### src/sv/arpre_pkg.sv
// Shared types and constants of the ARP resolution engine.
package arpre_pkg;

  localparam int MAX_RESULTS = 8;
  localparam int RIW = $clog2(MAX_RESULTS);
  localparam int RCW = $clog2(MAX_RESULTS + 1);

  localparam logic [1:0] OP_SEND = 2'd0;
  localparam logic [1:0] OP_RECV = 2'd1;
  localparam logic [1:0] OP_TICK = 2'd2;

  localparam logic [1:0] KIND_SEND    = 2'd0;
  localparam logic [1:0] KIND_REQUEST = 2'd1;
  localparam logic [1:0] KIND_REPLY   = 2'd2;
  localparam logic [1:0] KIND_DELIVER = 2'd3;

  localparam logic [1:0] CFG_OWN_MAC  = 2'd0;
  localparam logic [1:0] CFG_OWN_IP   = 2'd1;
  localparam logic [1:0] CFG_LIFETIME = 2'd2;
  localparam logic [1:0] CFG_RETRY    = 2'd3;

  localparam logic [15:0] ETH_IPV4  = 16'h0800;
  localparam logic [15:0] ETH_ARP   = 16'h0806;
  localparam logic [15:0] ARP_REQ   = 16'd1;
  localparam logic [15:0] ARP_RESP  = 16'd2;
  localparam logic [47:0] BCAST_MAC = 48'hFFFF_FFFF_FFFF;

  typedef struct packed {
    logic [1:0]  kind;
    logic [47:0] mac;
    logic [15:0] tag;
    logic [31:0] ip;
  } res_t;

  typedef struct packed {
    logic clr;
    logic push;
    logic drain;
  } rb_ctl_t;

endpackage

### src/sv/arpre_rbuf.sv
// Result buffer: collects the beats of one item and drains them with a last flag.
module arpre_rbuf import arpre_pkg::*; (
  input  logic           clk_i,
  input  logic           rst_ni,
  input  rb_ctl_t        ctl_i,
  input  res_t           ent_i,
  input  logic           out_ready_i,
  output logic           out_valid_o,
  output res_t           ent_o,
  output logic           last_o,
  output logic           done_o,
  output logic [RCW-1:0] cnt_o
);

  res_t           buf_q [MAX_RESULTS];
  logic [RCW-1:0] cnt_q;
  logic [RIW-1:0] rd_q;
  logic           wr_en;

  assign wr_en       = ctl_i.push && (cnt_q < RCW'(MAX_RESULTS));
  assign out_valid_o = ctl_i.drain;
  assign ent_o       = buf_q[rd_q];
  assign last_o      = (rd_q == RIW'(cnt_q - 1'b1));
  assign done_o      = ctl_i.drain && out_ready_i && last_o;
  assign cnt_o       = cnt_q;

  always_ff @(posedge clk_i or negedge rst_ni) begin
    if (!rst_ni) begin
      cnt_q <= '0;
      rd_q  <= '0;
    end else if (ctl_i.clr || done_o) begin
      cnt_q <= (ctl_i.clr && wr_en) ? RCW'(1) : '0;
      rd_q  <= '0;
    end else begin
      if (wr_en) begin
        cnt_q <= cnt_q + 1'b1;
      end
      if (ctl_i.drain && out_ready_i) begin
        rd_q <= rd_q + 1'b1;
      end
    end
  end

  always_ff @(posedge clk_i) begin
    if (wr_en) begin
      buf_q[cnt_q[RIW-1:0]] <= ent_i;
    end
  end

endmodule

### config.mk
export PLATFORM = sky130hd
export DESIGN_NAME = arpre_rbuf
export DESIGN_NICKNAME = d
export VERILOG_FILES = /design/src/sv/arpre_pkg.sv /design/src/sv/arpre_rbuf.sv
export SDC_FILE = /design/constraint.sdc
export NUM_CORES = 1
export LEC_CHECK = 0
export BUFFER_PORTS_ARGS = -buffer_cell sky130_fd_sc_hd__buf_2
export CORE_MARGIN = 2
export CORE_UTILIZATION = 45
export DETAILED_ROUTE_END_ITERATION = 16
export PLACE_DENSITY = 0.59
export SETUP_SLACK_MARGIN = 0.05
export SYNTH_ARGS = -nofsm -noshare
export SYNTH_HDL_FRONTEND = slang
export SYNTH_SLANG_ARGS = --single-unit
### constraint.sdc
create_clock -name clk_i -period 27.1 [get_ports clk_i]
set_input_delay 1.355 -clock clk_i [delete_from_list [all_inputs] [get_ports clk_i]]
set_output_delay 1.355 -clock clk_i [all_outputs]
set_load 0.01 [all_outputs]
==> flow_summary.json, run 1 <==
{
  "outcome": "completed",
  "wl_per_cell_um": 25.12,
  "drtIter0Drc": 1057,
  "grt_pass1_vias": 14040,
  "slew_violations": 0,
  "clk_pin_slew_ns": 0.06,
  "root_buffer": "clkbuf_16",
  "grt_max_degree": 66,
  "fmax_mhz": 182.9,
  "boundaryPins": 209,
  "grtUsageTotal": 0.1764,
  "synth_top_area_share": 0.7862,
  "postCtsSetupRepairBufs": 0,
  "worstPathArrival_ns": 4.11,
  "htreeDepth": 3,
  "synthesis.nets": 1304,
  "cp_data_required_time_ns": 25.74,
  "area_delta_synth_final_pct": 15.56,
  "regToRegEndpoint": "buf_q[2][97]",
  "cts_hold_buffers": 0,
  "clock_latency_ns": 0.62,
  "die-height_um": 262.0,
  "grt_overflow_total": 0,
  "min_period_ns": 5.469,
  "cts.sinks": 791,
  "synthTopCellsByArea": "edfxtp_1, mux4_2, mux2_2",
  "wl_um": 59860,
  "synth_cell_types": 31,
  "setup_viol": 0,
  "antenna_left": 0,
  "final_util": 0.5254,
  "cts_buffers": 82,
  "hpwl_um": 31380,
  "r2r_slack_ns": 23.61,
  "cts_buffer_depth": 3,
  "p_per_area_mw_per_mm2": 79.04,
  "antenna_found_initial": 4,
  "p_leak_nw": 10.95,
  "viasPerCell": 5.501,
  "start_util": 0.4547,
  "numPortBuffers": 208,
  "post_cts_resized": 0,
  "synth_largest_area_cell": "edfxtp_1",
  "gp_congestion": 0.7348,
  "slew_headroom": 0.2914,
  "ir_drop_v": 0.00004535,
  "yosysSeqAreaShare": 0.7920,
  "worst_pin_slew_ns": 1.063,
  "avgSynthCellArea_um2": 25.02,
  "die_w_um": 262.0,
  "r2r_cells": 5,
  "coreArea_mm2": 0.06586,
  "hold_viol": 0,
  "grt_pass1_wl_um": 88420,
  "cap_violations": 0,
  "dr.pass1.iters": 5,
  "row_count": 94,
  "fin_crit_sh": 0.2018,
  "ys_seq_elements": 791,
  "worstSetupEndpointType": "output pin",
  "dieArea_mm2": 0.06863,
  "dr_total_vias": 13110,
  "nets": 1561,
  "worst_setup_path_start_kind": "flop",
  "crit_type": "reg2out",
  "rsz0062_at_grt": "no",
  "setup_tns_ns": 0,
  "worstPathMaxFanout": 47,
  "synthesis.instances": 1197,
  "reg2reg_from": "cnt_o[3]",
  "n_fill_cell": 5154,
  "skew_ns": 0.02576,
  "yosys_warnings": 0,
  "drive_gt1_frac": 0.4308,
  "drc": 0,
  "hold_class": "in2async",
  "synth_area_mm2": 0.02995,
  "power_mw": 2.735,
  "cts_tree": "yes"
}
-- per-stage QoR --
stage / instances / area [um^2] / hold WS (ns) / setup WS (ns)
floorplan: 1197 / 29950 / 0.6245 / 15.58
global placement: 2234 / 31960 / 0.6078 / 22.07
detailed placement: 2234 / 31960 / 0.6320 / 22.04
CTS: 2382 / 34600 / 0.5432 / 21.38
global route: 2383 / 34610 / 0.5560 / 21.21
finish: 2383 / 34610 / 0.5835 / 21.63
-- kinds of logic after synthesis --
logic type / Yosys count / synth area share
multiplexers: 296 / 0.1849
AND/OR/NAND/NOR: 28 / 0.004972
flip-flops: 791 / 0.7920
buffers and inverters: 64 / 0.01245
adder cells (fa/ha/maj): 3 / 0.001254
XOR/XNOR: 6 / 0.002256
AO/OA/AOI/OAI: 9 / 0.002131
-- worst max-delay path by stage --
stage / from / to / cells past startpoint
6_report: rd_q[0] / ent_o[2] / 5
5_1_grt: rd_q[0] / ent_o[2] / 5
4_1_cts: rd_q[0] / ent_o[2] / 5
3_5_place_dp: rd_q[0] / ent_o[2] / 5
3_3_place_gp: rd_q[0] / ent_o[2] / 5
2_1_floorplan: ctl_i[1] / buf_q[0][0] / 2
-- cells in the mapped netlist, drive strengths merged --
cell type / number
buf: 40
and4b: 1
a31oi: 1
o21ai: 1
xor3: 1
ha: 3
a21oi: 2
nor2: 3
mux4: 196
xor2: 2
and2: 1
o31ai: 1
xnor2: 3
edfxtp: 784
nand3b: 1
clkbuf: 20
inv: 4
nor2b: 2
a41oi: 1
nor3: 8
mux2: 98
nor4: 2
o311ai: 3
nand2b: 2
dfrtp: 7
mux2i: 2
nand2: 8
-- registers in the layout, indices dropped and copies added, names as in the netlist --
signal,flops
buf_q,784
cnt_o,4
rd_q,3
-- placed cells by master (no fill, tap or decap), types with 2 or more instances in the layout --
cell        instances
clkinv_2           12
dfrtp_4             3
a21oi_1             2
nor2b_1             2
inv_6               2
clkinv_4            2
xnor2_1             3
clkinv_8            3
buf_4              25
o311ai_0            3
xor2_1              2
nor3_1              4
nand2_1             8
clkbuf_16          84
mux2_2             98
buf_2             208
nand2b_1            2
nor4_2              2
inv_1               4
clkinvlp_4          3
ha_1                3
nor2_4              3
clkinv_1           15
bufinv_16           8
edfxtp_1          784
nor3_2              4
dfrtp_1             4
mux4_2            196
clkbuf_1           18
mux2i_1             2
-- cell type report --
| class | count | area [um^2] | share of cell area |
|---|---|---|---|
| multi-input combinational | 342 | 5904 | 0.1706 |
| tap | 864 | 1081 | 0.03124 |
| antenna | 1 | 2.502 | 0.00007231 |
| inverter | 4 | 15.01 | 0.0004339 |
| timing repair buffer | 233 | 1229 | 0.03550 |
| clock buffer | 103 | 2183 | 0.06309 |
| sequential | 791 | 23730 | 0.6857 |
| clock inverter | 45 | 462.9 | 0.01338 |
-- per-layer routing --
layer	vias up	track usage	part of all wire
li1	5681	-	-
met1	7056	0.2207	0.40
met2	282	0.3105	0.53
met3	84	0.03694	0.050
met4	6	0.05352	0.018
met5	-	0	0.00057
-- critical path, stage by stage (launching register included) --
cell and delay [ns]:
dfrtp_4 0.94, buf_4 0.86, buf_4 0.64, mux4_2 0.59
mux2_2 0.30, buf_2 0.15
-- where the power goes --
part	internal (mW)	switching (mW)
clock network	0.648	0.449
logic	0.0984	0.123
registers	1.40	0.0154
total	2.15	0.587
(Power assumes the default switching activity.)
==> run 2: changes to the inputs <==
ABC_AREA = 1   (was default)
PLACE_DENSITY = 0.62   (was 0.59)
clock period = 4.87 ns   (was 27.1 ns; I/O delays follow)
==> run 2 against run 1 <==
Against the previous run:
- synthesized cell count grew 91%
- clock power rose to 5.5 times the previous value
- utilization grew 0.12 points
- routed wire length increased by 24%
- hold slack worse by 0.49 ns
- final cell count grew 47%
- global-route usage grew 3.2 points
- sequential share of layout area fell by 2.5 points
- setup slack worse by 20 ns
- clock skew decreased by 0.0082 ns
==> flow_summary.json, run 2 <==
{
  "grt_pass1_vias": 18980,
  "multi_input_area_mm2": 0.006096,
  "grt_overflow_total": 0,
  "cts_buffer_depth": 3,
  "hpwl_um": 36540,
  "async_flop_share": 0.008850,
  "synth_area_mm2": 0.03088,
  "design_area_mm2": 0.03593,
  "hold_class": "in2async",
  "synth_top_area_share": 0.7623,
  "dieArea_mm2": 0.07074,
  "synthesis.instances": 2290,
  "grt_pass1_wl_um": 112900,
  "yosysMostFrequentCell": "edfxtp_1",
  "numPortBuffers": 208,
  "area_delta_synth_final_pct": 16.36,
  "wl_per_cell_um": 21.23,
  "cts_tree": "yes",
  "row_count": 96,
  "layout_commonest_cell": "edfxtp_1",
  "drive_gt1_frac": 0.1380,
  "cp_data_required_time_ns": 4.63,
  "gp_congestion": 0.7426,
  "dr.pass1.iters": 5,
  "worstPathMaxFanout": 192,
  "antenna_left": 0,
  "worst_setup_path_start_kind": "flop",
  "synth_top_cells_by_count": "edfxtp_1, nor2_1, nand2_1, o21ai_1, o22ai_1",
  "clk_pin_slew_ns": 0.06,
  "hold_viol": 0,
  "synth_largest_area_cell": "edfxtp_1",
  "antenna_found_initial": 6,
  "dr_total_vias": 19220,
  "worstSetupEndpointType": "output pin",
  "grtUsageTotal": 0.2086,
  "seq_area_mm2": 0.02373,
  "yosysSeqAreaShare": 0.7680,
  "placed_area_mm2": 0.03236,
  "min_period_ns": 3.473,
  "drc": 0,
  "fmax_mhz": 288.0,
  "nets": 2664,
  "postCtsSetupRepairBufs": 0,
  "worst_pin_slew_ns": 1.099,
  "outcome": "completed",
  "p_per_area_mw_per_mm2": 418.7,
  "die_w_um": 266.0,
  "setup_viol": 0,
  "ir_drop_v": 0.0002258,
  "clock_latency_ns": 0.62,
  "cts.sinks": 791,
  "root_buffer": "clkbuf_16",
  "grt_max_degree": 220,
  "worstPathArrival_ns": 3.23,
  "cts_buffers": 79,
  "mostFrequentLayoutCells": "edfxtp_1, nor2_1, nand2_1",
  "start_util": 0.4526,
  "dp_slack_ns": 2.018,
  "rsz0062_at_grt": "no",
  "p_leak_nw": 12.50,
  "fin_crit_sh": 0.7131,
  "boundaryPins": 209,
  "skew_ns": 0.01756,
  "yosys_warnings": 0,
  "viasPerCell": 5.489,
  "setup_ws_ns": 1.397,
  "wl_um": 74330,
  "crit_type": "reg2out",
  "drtIter0Drc": 1817,
  "coreArea_mm2": 0.06823,
  "slew_violations": 0,
  "synth_cell_types": 23,
  "synth_enable_flop_cells": 784,
  "avgSynthCellArea_um2": 13.49,
  "htreeDepth": 3,
  "cap_violations": 0,
  "synthFlopType": "edfxtp_1",
  "largest_reg_flops": 784,
  "slew_headroom": 0.2674,
  "synthesis.nets": 2397,
  "die-height_um": 266.0,
  "ys_seq_elements": 791,
  "n_fill_cell": 5688,
  "synthTopCellsByArea": "edfxtp_1, nor2_1, o22ai_1"
}
==> run 2: cell count changes after synthesis, moves of 8 or more <==
cell	delta
nor2_1	+406
nand2_1	+311
o21ai_1	+210
mux4_2	-196
o22ai_1	+196
o21ai_0	+184
mux2_2	-98
buf_6	+33
clkbuf_1	+29
buf_2	+16
clkbuf_2	+9
inv_1	+8
nor3_1	-8
==> run 2: cell families after synthesis <==
| group | share of synthesized area |
|---|---|
| AOI/OAI and AO/OA | 0.1037 |
| xor gates and xnor gates | 0.0008510 |
| adders and majority gates | 0.001216 |
| buffers and inverters | 0.03654 |
| DFF | 0.7680 |
| and+or+nand+nor | 0.08966 |
==> run 2: cell type report <==
| class | count | area share |
|---|---|---|
| antenna | 3 | 0.0002089 |
| timing repair buffer | 338 | 0.06553 |
| inverter | 15 | 0.002194 |
| clock inverter | 41 | 0.01128 |
| multi-input combinational | 1332 | 0.1696 |
| clock buffer | 99 | 0.06006 |
| sequential | 791 | 0.6604 |
| tap | 882 | 0.03071 |
==> run 2: metrics by stage <==
stage / hold slack (ns) / setup TNS, ns / cells / utilization / power [mW]
floorplan: -0.05209 / -419.74 / 2290 / - / 8.670
global placement: 0.09641 / 0 / 3258 / 0.4743 / 9.075
detailed placement: 0.1047 / 0 / 3258 / 0.4743 / 9.104
CTS: 0.04658 / 0 / 3498 / 0.5266 / 15.18
global route: 0.09447 / 0 / 3501 / 0.5267 / 15.56
finish: 0.08887 / 0 / 3501 / 0.5267 / 15.05
==> run 2: critical path, cell delays in order (launching register included) <==
cell and delay, ns:
dfrtp_4 0.66, inv_12 0.50, buf_4 0.53, nor2_1 0.09, o22ai_1 0.19, nand2_1 0.08, nand2_1 0.13, buf_2 0.14
==> run 2: timing repair <==
action | 4_1_cts | 5_1_grt
endpoints found under the hold margin | 793 | 0
gates resized for setup | 0 | 0
hold buffers | 100 | 0
==> run 2: routing by layer <==
layer / GRT usage / vias up / wire (um) / part of all wire
met4: 0.07060 / 6 / 1853 / 0.025
met2: 0.3326 / 578 / 35060 / 0.47
li1: - / 8924 / - / -
met5: 0 / - / 28 / 0.00038
met3: 0.03780 / 129 / 4875 / 0.066
met1: 0.2909 / 9581 / 32520 / 0.44
==> run 2: path summary, 6_finish.rpt <==
check | start | to | slack (ns) | depth (start not counted)
setup / recovery | rd_q[0] | ent_o[71] | 1.40 | 7
hold / removal | rst_ni | rd_q[2] | 0.09 | 2
setup reg to reg | cnt_o[3] | buf_q[6][41] | 2.22 | 4
hold reg to reg | cnt_o[3] | cnt_o[3] | 0.58 | 2
max in group asynchronous | rst_ni | rd_q[0] | 4.58 | 2
min in group clk_i | ctl_i[1] | cnt_o[0] | 0.09 | 5
==> run 2: report_power, final <==
| part | internal, mW | switching [mW] | leakage, nW |
|---|---|---|---|
| Clock | 3.56 | 2.47 | 1.25 |
| Combinational | 0.407 | 0.877 | 4.04 |
| Sequential | 7.69 | 0.0500 | 7.21 |
| Total | 11.6 | 3.40 | 12.5 |
==> run 3: changes to the inputs <==
clock period = 2.8 ns   (was 4.87 ns; I/O delays follow)
==> run 3 against run 2 <==
Against the previous run:
- design area up 2.3%
- flip-flop and latch count did not move
- clock skew is 0.0038 ns higher
- largest power group unchanged
==> flow_summary.json, run 3 (synthesis gave the netlist of run 2 again) <==
{
  "crit_path_end": "ent_o[64]",
  "worstSetupEndpointType": "output pin",
  "largest_reg_flops": 784,
  "antenna_found_initial": 4,
  "antenna_left": 0,
  "grt_pass1_vias": 19400,
  "grt_pass1_wl_um": 117100,
  "hp-start": "ctl_i[1]",
  "fmax_mhz": 380.7,
  "power_mw": 26.58,
  "crit_type": "reg2out",
  "outcome": "completed",
  "reg2reg_from": "cnt_o[3]",
  "rsz0062_at_grt": "no",
  "cts_buffer_depth": 3,
  "grt_overflow_total": 0,
  "drtIter0Drc": 1656,
  "boundaryPins": 209,
  "wl_um": 76430,
  "dr_total_vias": 19650,
  "cts_buffers": 80,
  "holdWs_ns": 0.05945,
  "cts.sinks": 791,
  "setup_tns_ns": 0,
  "cap_violations": 0,
  "r2r_cells": 4,
  "die_w_um": 266.0,
  "regToRegEndpoint": "buf_q[7][21]",
  "row_count": 96,
  "worstPathMaxFanout": 49,
  "numPortBuffers": 208,
  "skew_ns": 0.02139,
  "grt_max_degree": 101,
  "hold_viol": 0,
  "htreeDepth": 3,
  "mostFrequentLayoutCells": "edfxtp_1, nor2_1, nand2_1",
  "hold_class": "in2reg",
  "viasPerCell": 5.536,
  "p_per_area_mw_per_mm2": 722.7,
  "dieArea_mm2": 0.07074,
  "ir_drop_v": 0.0004855,
  "drive_gt1_frac": 0.1524,
  "coreArea_mm2": 0.06823,
  "slew_headroom": 0.5122,
  "layout_commonest_cell": "edfxtp_1",
  "drc": 0,
  "die-height_um": 266.0,
  "clock_latency_ns": 0.63,
  "cp-startpoint": "rd_q[0]",
  "gp_congestion": 0.7775,
  "cts_tree": "yes",
  "dr.pass1.iters": 5,
  "r2r_slack_ns": 0.73,
  "nets": 2703,
  "area_delta_synth_final_pct": 19.09,
  "slew_violations": 0,
  "start_util": 0.4526,
  "cp_data_required_time_ns": 2.66,
  "worstPathArrival_ns": 2.49,
  "grtUsageTotal": 0.2161,
  "instances_no_fill": 3549,
  "wl_per_cell_um": 21.54,
  "p_leak_nw": 12.86,
  "min_period_ns": 2.627,
  "setup_viol": 0,
  "worst_pin_slew_ns": 0.7300,
  "fin_crit_sh": 0.9381,
  "clk_pin_slew_ns": 0.06,
  "n_fill_cell": 5563,
  "worst_setup_path_start_kind": "flop",
  "dp_cells": 3287,
  "hpwl_um": 39610,
  "root_buffer": "clkbuf_16"
}
==> run 3: critical path, cell delays in order, from the launching register on <==
cell and delay [ns]:
dfrtp_4 0.61, buf_16 0.29, buf_12 0.24, o21ai_0 0.12, o22ai_1 0.20, nand2_1 0.08
nand2_1 0.13, buf_2 0.15
==> run 3: how the worst min path moves through the flow <==
stage          endpoint  slack (ns)  cells after the start
3_5_place_dp   cnt_o[1]       -0.01                      1
2_1_floorplan  cnt_o[0]       -0.16                      0
6_report       cnt_o[1]        0.06                      7
5_1_grt        cnt_o[1]        0.10                      7
3_3_place_gp   cnt_o[3]       -0.01                      1
4_1_cts        cnt_o[1]       0.006                      7
==> run 3: area by class of cell <==
class / instances / area [um^2] / area share
tap: 882 / 1104 / 0.03001
antenna: 3 / 7.507 / 0.0002041
sequential: 791 / 23730 / 0.6452
clock buffer: 95 / 2079 / 0.05654
clock inverter: 55 / 568.0 / 0.01545
multi-input combinational: 1332 / 6108 / 0.1661
timing repair buffer: 375 / 3089 / 0.08400
timing repair inverter: 1 / 8.758 / 0.0002382
inverter: 15 / 82.58 / 0.002245
==> run 3: stage by stage <==
stage | cell area [um^2] | utilization | setup WS (ns)
2_1_floorplan | 30950 | - | 0.09435
3_3_place_gp | 32950 | 0.4830 | 0.6516
3_5_place_dp | 32950 | 0.4830 | 0.6486
4_1_cts | 36710 | 0.5381 | 0.03982
5_1_grt | 36770 | 0.5390 | 0.06956
6_report | 36780 | 0.5390 | 0.1733
==> run 3: routing by layer <==
layer,GRT usage,share of wire
met1,0.3034,0.44
met2,0.3556,0.49
met3,0.03041,0.056
met4,0.05891,0.018
met5,0,0.00044
==> run 3: power breakdown <==
group          total [mW]  internal (mW)  switching [mW]  leakage [nW]
Clock                10.7           6.27            4.46          1.29
Combinational        2.41          0.818            1.59          4.36
Sequential           13.4           13.4          0.0826          7.21
Total                26.6           20.5            6.13          12.9
==> run 3: timing repair <==
item                                    4_1_cts  5_1_grt
endpoints found under the setup margin       19       32
setup buffers                                 0        4
hold buffers                                102        0
gates cloned                                  3        0
resized for setup                             3        3
endpoints found under the hold margin       797        0
